**src/sv/ffba_ram.sv**
```systemverilog
// Generic single-port write, single-port read RAM with registered read data.
module ffba_ram #(
   parameter int WIDTH = 8,
   parameter int DEPTH = 16
) (
   input  logic                     clock,
   input  logic                     wr_en,
   input  logic [$clog2(DEPTH)-1:0] wr_addr,
   input  logic [WIDTH-1:0]         wr_data,
   input  logic [$clog2(DEPTH)-1:0] rd_addr,
   output logic [WIDTH-1:0]         rd_data
);
   logic [WIDTH-1:0] mem [DEPTH];

   always_ff @(posedge clock) begin
      if (wr_en) begin
         mem[wr_addr] <= wr_data;
      end
      rd_data <= mem[rd_addr];
   end
endmodule

```
**config.mk**
```make
export PLATFORM = sky130hd
export DESIGN_NAME = ffba_ram
export DESIGN_NICKNAME = d
export VERILOG_FILES = /design/src/sv/ffba_ram.sv
export SDC_FILE = /design/constraint.sdc
export NUM_CORES = 1
export LEC_CHECK = 0
export BUFFER_PORTS_ARGS = -buffer_cell sky130_fd_sc_hd__buf_2
export CAP_MARGIN = 10
export CORE_MARGIN = 1.5
export CORE_UTILIZATION = 50
export CTS_BUF_LIST = sky130_fd_sc_hd__clkbuf_2
export DETAILED_ROUTE_END_ITERATION = 10
export PLACE_DENSITY = 0.7
export SETUP_SLACK_MARGIN = 0.1
export SLEW_MARGIN = 20
export SYNTH_ARGS = -nofsm -noshare
export SYNTH_HDL_FRONTEND = slang
export SYNTH_SLANG_ARGS = --single-unit
```
**constraint.sdc**
```tcl
create_clock -name clock -period 2.9 [get_ports clock]
set_input_delay 0.145 -clock clock [delete_from_list [all_inputs] [get_ports clock]]
set_output_delay 0.145 -clock clock [all_outputs]
set_load 0.01 [all_outputs]
```
### Yosys cells after proc, flatten, opt, wreduce, memory -nomap -nowiden

Memory sizes are Yosys's and may differ from the RTL's. A register that Yosys moved wholly into a read port is not among the register bits.
Index checks and enable logic that the tools add are counted.

| operators by class | value |
|---|---|
| mux-type cells | 2 |

Operators by type and width:

| cell | count |
|---|---|
| 1-bit two-way mux | 2 |

| word-level totals | value |
|---|---|
| output and inout port bits | 8 |
| bits in registers | 0 |
| memory bits (writable) | 128 |
| input port bits | 18 |
| memories kept | 1 |

Memory list:

| memory | depth | width | read ports | clocked after memory_dff | wr ports | RTL line | text |
|---|---|---|---|---|---|---|---|
| mem | 16 | 8 | 1 | 1 | 1 | 13 | `logic [WIDTH-1:0] mem [DEPTH];` |

### Longest topological paths before layout

Gate-level depths: netlist (run 1).

| logic depth | value |
|---|---|
| depth in word-level cells | 2 |
| mapped depth | 5 |

### Worst setup path before layout (run 1)

Ideal clock, no wire load.

| timing path | value |
|---|---|
| path type | input -> register |
| from | input port wr_addr[2] |
| to | memory mem[0][0] (enable) |
| setup time | 383 ps |
| data required time | 2517 ps |
| path buffers | 0 |
| cell stages on the path | 2 |
| arrival time | 1255 ps |
| path slack | 1262 ps |
| path through | or3b_2 > nor3_1 |

RTL lines:

| what | RTL line | text |
|---|---|---|
| from (decl) | 8 | `input logic [$clog2(DEPTH)-1:0] wr_addr,` |
| to (decl) | 13 |  |

No word-level cell before the write port.

### Final worst setup path (run 1)

| timing path | value |
|---|---|
| from | input port wr_addr[0] |
| to | memory mem[2][5] (enable) |

No word-level cell before the write port.

==> results of run 1 <==
[worst min-delay path, stage by stage]
cell and delay (ns):
buf_2 0.15, nor3_1 0.07, buf_4 0.18
[cell usage in the layout, fill, tap and decap left out]
cell type      Yosys  final
nor3_1             4      4
nand3_1            1      1
or3b_2             1      1
nand2b_1           2      2
nand3b_1           2      2
and2b_1            1      1
nand2_1            9      9
nor2_1            13     13
diode_2            0      1
clkinv_1           0      1
mux4_1            14     14
buf_2              3     25
mux4_2            18     18
nor2b_1            1      1
edfxtp_1         128    128
bufinv_16          0      4
clkinv_2           0      6
and2_1             1      1
clkinvlp_4         0      4
a22oi_1           16     16
clkbuf_2           0     17
dfxtp_1            8      8
dlygate4sd3_1      0     10
buf_12             0      1
buf_4              1      5
[where the power goes]
part	leakage (nW)	switching, mW	internal, mW
combinational	0.550	0.114	0.0909
sequential	1.22	0.0111	2.19
clock	0.153	0.647	0.552
[final cells by class]
type,instances,area (um^2)
diodes,1,2.50
clock buffers,17,85.1
clock inverters,15,184
fillers,722,4080
multi-input cells,83,1060
flip-flops and latches,136,4000
well taps,133,166
repair buffers,41,283
[kinds of logic after synthesis]
group | Yosys count | share of synthesized area (%)
DFF | 136 | 77.8
and+or+nand+nor | 35 | 3.18
AOI/OAI and AO/OA | 16 | 2.33
buffers and inverters | 10 | 1.68
muxes | 32 | 15.0
[synthesized netlist by cell type, drive strengths merged]
master	count	area [um^2]
or3b	1	8.76
clkdlybuf4s25	3	30.0
mux4	32	773
nand3	1	5.00
and2	1	6.26
nor2b	1	6.26
nand2	9	33.8
buf	7	56.3
nand2b	2	12.5
nor3	4	20.0
dfxtp	8	160
a22oi	16	120
nand3b	2	15.0
nor2	13	48.8
and2b	1	7.51
edfxtp	128	3840
[sequential cells by signal (all words and copies together), names as in the netlist]
register	cells
rd_data	8
mem	128
[what timing repair did]
item / in CTS / in global routing
hold endpoints to repair: 133 / 0
hold buffers: 10 / 0
setup endpoints to repair: 0 / 0
[per-stage QoR]
step,utilization [%],hold WS [ns]
finish,58.6,0.0797
global route,58.6,0.0108
CTS,58.6,0.0147
detailed placement,54.8,0.542
global placement,54.8,0.528
floorplan,-,0.244
[routing by layer]
metal	routed length (um)	track usage (%)
met2	4570	28.1
met1	3830	23.3
met4	87	7.74
met3	442	4.07
met5	0	0
[path summary, 6_finish.rpt]
kind / end / slack, ns / cells past startpoint
worst max-delay path: mem[2][5]$_DFFE_PP_ / 1.42 / 4
worst min-delay path: mem[0][4]$_DFFE_PP_ / 0.08 / 3
worst max register to register: rd_data[0]$_DFF_P_ / 1.51 / 3
worst min register to register: rd_data[0]$_DFF_P_ / 0.69 / 3
==> results.sh, run 1 <==
export IMPL_hold_class="in -> reg"
export IMPL_cp_start_kind="primary input"
export IMPL_cts_made_buffers=17
export IMPL_slew_viol_final=0
export IMPL_layout_setup_ws_ns=1.42
export IMPL_start_util_pct=52.2
export IMPL_grt_overflow=0
export IMPL_critPathMaxStageDelay_ns=0.71
export IMPL_dpl_hpwl_um=5870
export IMPL_relSlewSlack_pct=38.4
export IMPL_clk_latency_ns=0.64
export IMPL_die_y_um=104
export IMPL_yosys_warnings=0
export IMPL_antenna_found_initial=1
export IMPL_place_area_um2=5410
export IMPL_path_clk_slew_ns=0.17
export IMPL_yosysSeqAreaShare_pct=77.8
export IMPL_tightestPinTransition_ns=0.920
export IMPL_min_from="wr_addr[1]"
export IMPL_setup_tns_final_ns=0
export IMPL_crit_slowest_cell="nor2_1"
export IMPL_rsz0062_at_grt="no"
export IMPL_grt_pass1_wl_um=13600
export IMPL_ant_nets=0
export IMPL_cp_max_fo=8
export IMPL_cts_root_buf="clkbuf_2"
export IMPL_syn_num_nets=247
export IMPL_crit_type="in -> reg"
export IMPL_drt_pass1_iterations=4
export IMPL_syn2layout_area_growth_pct=12.3
export IMPL_ioPinCount=26
export IMPL_cts_resized=0
export IMPL_startpoint="wr_addr[0]"
export IMPL_drt_total_wl_um=8920
export IMPL_ys_ff_latch=136
export IMPL_clock_skew_ns=0.0191
export IMPL_synthCells=229
export IMPL_grt_max_degree=33
export IMPL_dieArea_um2=10900
export IMPL_dp_slack_ns=1.05
export IMPL_post_drt_via_cell_ratio=5.57
export IMPL_setup_violations=0
export IMPL_clock_sinks=136
export IMPL_h_tree_depth=4
export IMPL_p_leak_nw=1.93
export IMPL_cts_path_max_buffers=2
export IMPL_outcome="finished clean"
export IMPL_die_w_um=104
export IMPL_syn_area_um2=5150
export IMPL_postCtsSetupRepairBufs=0
export IMPL_drive_gt1_share_pct=27.7
export IMPL_timing_final_crit_share_pct=50.9
export IMPL_drv_cap=0
export IMPL_cts_tree="yes"
export IMPL_core_area_um2=9860
export IMPL_cp_num_buf_inv=2
export IMPL_drt_iter0_markers=127
export IMPL_p_per_area_nw_per_um2=624
export IMPL_post_route_drc_count=0
export IMPL_stdcell_area_um2=5780
export IMPL_power_mw=3.61
export IMPL_crit_chain="dlygate4sd3_1 -> buf_2 -> nand2b_1 -> nor2_1"
export IMPL_cp_end_kind="register"
export IMPL_portBuffers=25
export IMPL_fmax_mhz=677
export IMPL_critPathArrivalTime_ns=1.76
export IMPL_place_inst=383
export IMPL_instances_no_fill=426
export IMPL_synth_cell_types=19
export IMPL_path_delay_family="simple AND/OR/NAND/NOR gates"
export IMPL_finalCriticalPeriod_ns=1.48
export IMPL_ir_worst_vdd_mv=0.342
export IMPL_avgSynthCellArea_um2=22.5
export IMPL_hold_viol=0
export IMPL_r2r_start="mem[3][0]$_DFFE_PP_"
export IMPL_track_usage_pct=17.6
export IMPL_wire_per_inst_um=20.9
export IMPL_critPathRequiredTime_ns=3.18
export IMPL_fin_nets=297
export IMPL_vias=2371
export IMPL_rows=36
export IMPL_first_global_vias=2433
export IMPL_routabilityCongestion=0.727
Power figures use the tool's default switching activity.
==> run 2, diff against run 1 <==
--- a/config.mk
+++ b/config.mk
@@ -11,7 +11,7 @@
 export CORE_UTILIZATION = 50
 export CTS_BUF_LIST = sky130_fd_sc_hd__clkbuf_2
 export DETAILED_ROUTE_END_ITERATION = 10
-export PLACE_DENSITY = 0.7
+export PLACE_DENSITY = 0.73
 export SETUP_SLACK_MARGIN = 0.1
 export SLEW_MARGIN = 20
 export SYNTH_ARGS = -nofsm -noshare
==> constraint.sdc (replaced) <==
create_clock -name clock -period 1.3 [get_ports clock]
set_input_delay 0.065 -clock clock [delete_from_list [all_inputs] [get_ports clock]]
set_output_delay 0.065 -clock clock [all_outputs]
set_load 0.01 [all_outputs]
==> run 2 against run 1 <==
Against the previous run:
- the run now ends with setup timing left
- final cell count increased by 6.1%
- via count increased by 5.1%
- global-route usage increased by 1.2 points
- combinational power increased to 2.7 times the previous value
- non-clock buffer count increased by 27
- final area increased by 4.3%
- core utilization increased by 2.5 points
- clock power increased by 93%
- die area unchanged
- power increased by 120%
- hold slack improved by 0.053 ns
==> results.sh, run 2 (synthesis results as in run 1) <==
export IMPL_outcome="finished, violations left"
export IMPL_violations="setup timing"
export IMPL_die_w_um=104
export IMPL_cts_tree="yes"
export IMPL_fmax_mhz=745
export IMPL_antenna_cells=0
export IMPL_grt_max_degree=21
export IMPL_crit_type="reg -> reg"
export IMPL_layout_setup_ws_ns=-0.0425
export IMPL_first_global_vias=2647
export IMPL_timing_rr_end="rd_data[6]$_DFF_P_"
export IMPL_instances_no_fill=452
export IMPL_cp_end_kind="register"
export IMPL_hold_class="in -> reg"
export IMPL_min_from="rd_addr[0]"
export IMPL_largest_register="mem"
export IMPL_grt_overflow=0
export IMPL_ir_worst_vdd_mv=0.527
export IMPL_core_area_um2=9860
export IMPL_grt_pass1_wl_um=14700
export IMPL_fin_nets=324
export IMPL_drt_pass1_iterations=4
export IMPL_p_per_area_nw_per_um2=1290
export IMPL_drv_cap=0
export IMPL_ioPinCount=26
export IMPL_place_area_um2=5620
export IMPL_track_usage_pct=18.8
export IMPL_clock_sinks=136
export IMPL_ant_nets=0
export IMPL_stdcell_area_um2=6030
export IMPL_clock_skew_ns=0.0377
export IMPL_drive_gt1_share_pct=37.9
export IMPL_timing_final_crit_share_pct=103
export IMPL_tightestPinTransition_ns=0.906
export IMPL_drt_total_wl_um=9410
export IMPL_post_route_drc_count=0
export IMPL_critPathArrivalTime_ns=1.87
export IMPL_post_drt_via_cell_ratio=5.52
export IMPL_mostFrequentLayoutCell="edfxtp_1"
export IMPL_cts_root_buf="clkbuf_2"
export IMPL_place_inst=405
export IMPL_start_util_pct=52.2
export IMPL_whs_endpoint="rd_data[4]$_DFF_P_"
export IMPL_relSlewSlack_pct=39.4
export IMPL_final_cell_mix="128 x edfxtp_1, 25 x mux4_2, 24 x buf_4"
export IMPL_setup_tns_final_ns=-0.0827
export IMPL_cp_start_kind="register"
export IMPL_finalCriticalPeriod_ns=1.34
export IMPL_syn2layout_area_growth_pct=17.1
export IMPL_p_leak_nw=2.04
export IMPL_postCtsSetupRepairBufs=0
export IMPL_routabilityCongestion=0.764
export IMPL_r2r_slack_ns=-0.04
export IMPL_vias=2493
export IMPL_fin_util_pct=61.1
export IMPL_hold_depth=5
export IMPL_cts_path_max_buffers=2
export IMPL_largest_reg_flops=128
export IMPL_rsz0062_at_grt="yes"
export IMPL_dpl_hpwl_um=6030
export IMPL_cp_max_fo=1
export IMPL_setup_violations=3
export IMPL_r2r_start="mem[10][6]$_DFFE_PP_"
export IMPL_reg2reg_depth=3
export IMPL_die_y_um=104
export IMPL_drt_iter0_markers=181
export IMPL_top_regs="mem (128), rd_data (8)"
export IMPL_dp_slack_ns=-0.152
export IMPL_cts_made_buffers=17
export IMPL_path_clk_slew_ns=0.22
export IMPL_wire_per_inst_um=20.8
export IMPL_slew_viol_final=0
export IMPL_fillCellCount=687
export IMPL_hold_viol=0
export IMPL_clk_latency_ns=0.64
export IMPL_antenna_found_initial=0
export IMPL_portBuffers=25
export IMPL_rows=36
export IMPL_dieArea_um2=10900
export IMPL_critPathRequiredTime_ns=1.83
export IMPL_h_tree_depth=4
-- run 2: cell count changes in the layout (fill, tap and decap cells not counted), sizes merged --
cell | previous run | this run
dlygate4sd3 | 10 | 15
bufinv | 4 | 1
inv | 0 | 6
clkinvlp | 4 | 1
diode | 1 | 0
buf | 31 | 53
-- run 2: timing repair --
item	in CTS	in global routing
hold buffers	15	0
pin swaps	5	2
setup endpoints to repair	16	23
gates resized for setup	19	2
endpoints found under the hold margin	190	0
-- run 2: worst max-delay path by stage --
| stage | start | end | slack, ns | cells after the start |
|---|---|---|---|---|
| after floorplan | wr_addr[2] | mem[3][0]$_DFFE_PP_ | -0.03 | 2 |
| after global placement | rd_addr[0] | rd_data[3]$_DFF_P_ | -0.16 | 5 |
| after detailed placement | rd_addr[0] | rd_data[3]$_DFF_P_ | -0.15 | 5 |
| after CTS | mem[10][6]$_DFFE_PP_ | rd_data[6]$_DFF_P_ | -0.05 | 3 |
| final | mem[10][6]$_DFFE_PP_ | rd_data[6]$_DFF_P_ | -0.04 | 3 |
| after global routing | mem[10][6]$_DFFE_PP_ | rd_data[6]$_DFF_P_ | -0.09 | 3 |
-- run 2: where the power goes --
group	switching, mW	internal, mW
clock network	1.58	0.729
registers	0.0302	4.90
logic	0.275	0.269
total	1.89	5.90
-- run 2: layout make-up --
type | instances | area, um^2 | area share, %
well taps | 133 | 166 | 2.76
multi-input cells | 83 | 1080 | 18.0
clock inverters | 15 | 141 | 2.35
clock buffers | 17 | 85.1 | 1.41
repair buffers | 68 | 546 | 9.05
flip-flops and latches | 136 | 4010 | 66.5
-- run 2: through the flow --
step                      total power, mW  hold WS, ns
after floorplan                      5.28        0.164
after global placement               5.49        0.441
after detailed placement             5.51        0.458
after CTS                            7.87       0.0515
final                                7.78        0.133
after global routing                 8.08       0.0684
-- run 2: metal layers --
metal	global-route usage, %	part of all wire, %
met1	25.0	40
met2	30.2	52
met3	4.07	7.0
met4	8.13	0.98
met5	0	0
-- run 2: worst max-delay path, cell delays in order (launching register included) --
cell and delay [ns]:
edfxtp_1 0.43, mux4_2 0.49, a22oi_2 0.22, nand2_1 0.09
==> run 3, diff against run 2 <==
--- a/config.mk
+++ b/config.mk
@@ -5,13 +5,15 @@
 export SDC_FILE = /design/constraint.sdc
 export NUM_CORES = 1
 export LEC_CHECK = 0
-export BUFFER_PORTS_ARGS = -buffer_cell sky130_fd_sc_hd__buf_2
 export CAP_MARGIN = 10
 export CORE_MARGIN = 1.5
 export CORE_UTILIZATION = 50
 export CTS_BUF_LIST = sky130_fd_sc_hd__clkbuf_2
 export DETAILED_ROUTE_END_ITERATION = 10
-export PLACE_DENSITY = 0.73
+export DONT_BUFFER_PORTS = 1
+export GPL_ROUTABILITY_DRIVEN = 0
+export GPL_TIMING_DRIVEN = 0
+export PLACE_DENSITY = 0.71
 export SETUP_SLACK_MARGIN = 0.1
 export SLEW_MARGIN = 20
 export SYNTH_ARGS = -nofsm -noshare
==> run 3 against run 2 <==
Against the previous run:
- the run ends with hold timing, setup timing left
- count of clock-buffer cells in the layout is 2 higher
- clock power is 13% higher
- global-route usage is 0.60 points higher
- die area stayed put
- combinational power is 12% lower
- sequential power hardly changed
- sequential share of layout area is 2.4 points higher
- final cell count is 8.0% lower
- maximum frequency is 1.3% higher
- register-to-register slack better by 0.02 ns
- critical path type unchanged
- largest power group unchanged
- highest routed layer unchanged
==> results.sh, run 3 (synthesis results as in run 1) <==
export IMPL_outcome="finished, violations left"
export IMPL_violations="hold timing, setup timing"
export IMPL_drv_cap=0
export IMPL_timing_rr_end="rd_data[4]$_DFF_P_"
export IMPL_setup_violations=2
export IMPL_grt_max_degree=17
export IMPL_die_w_um=104
export IMPL_drive_gt1_share_pct=28.5
export IMPL_cp_endpoint="rd_data[4]$_DFF_P_"
export IMPL_startpoint="mem[15][4]$_DFFE_PP_"
export IMPL_seqPwrFrac_pct=61.6
export IMPL_r2r_slack_ns=-0.02
export IMPL_setup_tns_final_ns=-0.0376
export IMPL_rows=36
export IMPL_critPathArrivalTime_ns=1.85
export IMPL_clock_sinks=136
export IMPL_r2r_start="mem[15][4]$_DFFE_PP_"
export IMPL_crit_slowest_cell="mux4_2"
export IMPL_ioPinCount=26
export IMPL_combPwrFrac_pct=6.0
export IMPL_fin_util_pct=59.0
export IMPL_final_cell_mix="128 x edfxtp_1, 27 x mux4_2, 20 x dlygate4sd3_1"
export IMPL_postCtsSetupRepairBufs=0
export IMPL_ir_worst_vdd_mv=0.641
export IMPL_drt_pass1_iterations=4
export IMPL_p_switching_mw=1.68
export IMPL_cts_made_buffers=17
export IMPL_wire_per_inst_um=23.5
export IMPL_cp_max_fo=1
export IMPL_first_global_vias=2436
export IMPL_syn2layout_area_growth_pct=13.1
export IMPL_path_clk_slew_ns=0.18
export IMPL_largest_register="mem"
export IMPL_fmax_mhz=755
export IMPL_clk_latency_ns=0.62
export IMPL_internal_power_mw=6.34
export IMPL_timing_final_crit_share_pct=102
export IMPL_track_usage_pct=19.4
export IMPL_mostFrequentLayoutCell="edfxtp_1"
export IMPL_reg2reg_depth=3
export IMPL_relSlewSlack_pct=47.0
export IMPL_grt_pass1_wl_um=14600
export IMPL_cp_start_kind="register"
export IMPL_cts_path_max_buffers=2
export IMPL_tightestPinTransition_ns=0.790
export IMPL_worst_hold_slack_ns=-0.0691
export IMPL_cts_tree="yes"
export IMPL_hold_class="in -> reg"
export IMPL_grt_overflow=0
export IMPL_critPathMaxStageDelay_ns=0.53
export IMPL_power_frac_clock_pct=32.5
export IMPL_rsz0062_at_grt="yes"
export IMPL_hold_viol=16
export IMPL_drt_iter0_markers=173
export IMPL_crit_chain="mux4_2 -> a22oi_2 -> nand2_1"
export IMPL_antenna_found_initial=2
export IMPL_largest_reg_flops=128
export IMPL_cp_end_kind="register"
export IMPL_crit_type="reg -> reg"
export IMPL_stdcell_area_um2=5820
export IMPL_critPathRequiredTime_ns=1.83
export IMPL_core_area_um2=9860
export IMPL_cts_root_buf="clkbuf_2"
export IMPL_fin_nets=286
export IMPL_vias=2357
export IMPL_top_regs="mem (128), rd_data (8)"
export IMPL_dpl_hpwl_um=5860
export IMPL_ant_nets=0
export IMPL_slew_viol_final=0
export IMPL_post_route_drc_count=0
export IMPL_place_area_um2=5340
export IMPL_power_mw=8.03
export IMPL_start_util_pct=52.2
export IMPL_layout_setup_ws_ns=-0.0247
export IMPL_die_y_um=104
export IMPL_dieArea_um2=10900
export IMPL_h_tree_depth=4
export IMPL_finalCriticalPeriod_ns=1.32
export IMPL_min_from="wr_addr[3]"
export IMPL_p_per_area_nw_per_um2=1380
export IMPL_drt_total_wl_um=9760
export IMPL_post_drt_via_cell_ratio=5.67
export IMPL_portBuffers=0
export IMPL_p_sw_share_pct=20.9
export IMPL_clock_skew_ns=0.0198
export IMPL_p_leak_nw=1.84
## run 3: changes by cell type in the layout (fill, tap and decap cells not counted), moves of 5 or more
cell | before | now
buf_4 | 24 | 1
clkinv_1 | 2 | 7
buf_2 | 22 | 3
dlygate4sd3_1 | 15 | 20
clkinv_4 | 5 | 0
inv_6 | 6 | 0
## run 3: metal layers
metal	track usage [%]	routed length, um	vias up	share of wire [%]
met2	28.7	4660	94	48
met1	27.7	4330	1204	44
li1	-	-	1043	-
met3	5.39	616	16	6.3
met5	0	0	-	0
met4	7.34	157	0	1.6
## run 3: how the worst min path moves through the flow
stage	end	slack [ns]	depth (start not counted)
final	mem[0][5]$_DFFE_PP_	-0.07	2
after global routing	mem[0][7]$_DFFE_PP_	-0.15	2
after CTS	mem[0][2]$_DFFE_PP_	-0.13	2
after detailed placement	mem[13][0]$_DFFE_PP_	0.16	0
after global placement	mem[14][0]$_DFFE_PP_	0.16	0
after floorplan	mem[0][0]$_DFFE_PP_	0.16	0
## run 3: critical path: cells and delay by family (launching register included)
kind            cells  cell delay [ns]
simple gates        1             0.09
compound gates      1             0.19
mux                 1             0.53
flops               1             0.41
## run 3: what timing repair did
| action | CTS | global route |
|---|---|---|
| hold endpoints to repair | 264 | 54 |
| gates resized for setup | 15 | 7 |
| endpoints found under the setup margin | 8 | 13 |
| pin swaps | 10 | 2 |
| hold buffers | 19 | 1 |
## run 3: power by group through the flow
stage	logic, mW	registers, mW	clock network [mW]
after floorplan	0.253	5.03	0
after global placement	0.334	5.03	0
after detailed placement	0.339	5.04	0
after CTS	0.472	4.94	2.66
after global routing	0.514	4.95	2.86
final	0.478	4.94	2.61
## run 3: area by class of cell
type | count | area [um^2]
diodes | 2 | 5.00
plain buffers | 10 | 93.8
clock buffers | 19 | 95.1
clock inverters | 13 | 159
fillers | 734 | 4050
multi-input cells | 83 | 1090
flip-flops and latches | 136 | 4010
well taps | 133 | 166
repair buffers | 20 | 200
## run 3: metrics by stage
| step | setup WS, ns | std cells |
|---|---|---|
| after detailed placement | -0.329 | 362 |
| after global placement | -0.311 | 362 |
| after CTS | -0.0255 | 413 |
| final | -0.0247 | 416 |
| after global routing | -0.0509 | 416 |
| after floorplan | -0.0311 | 229 |
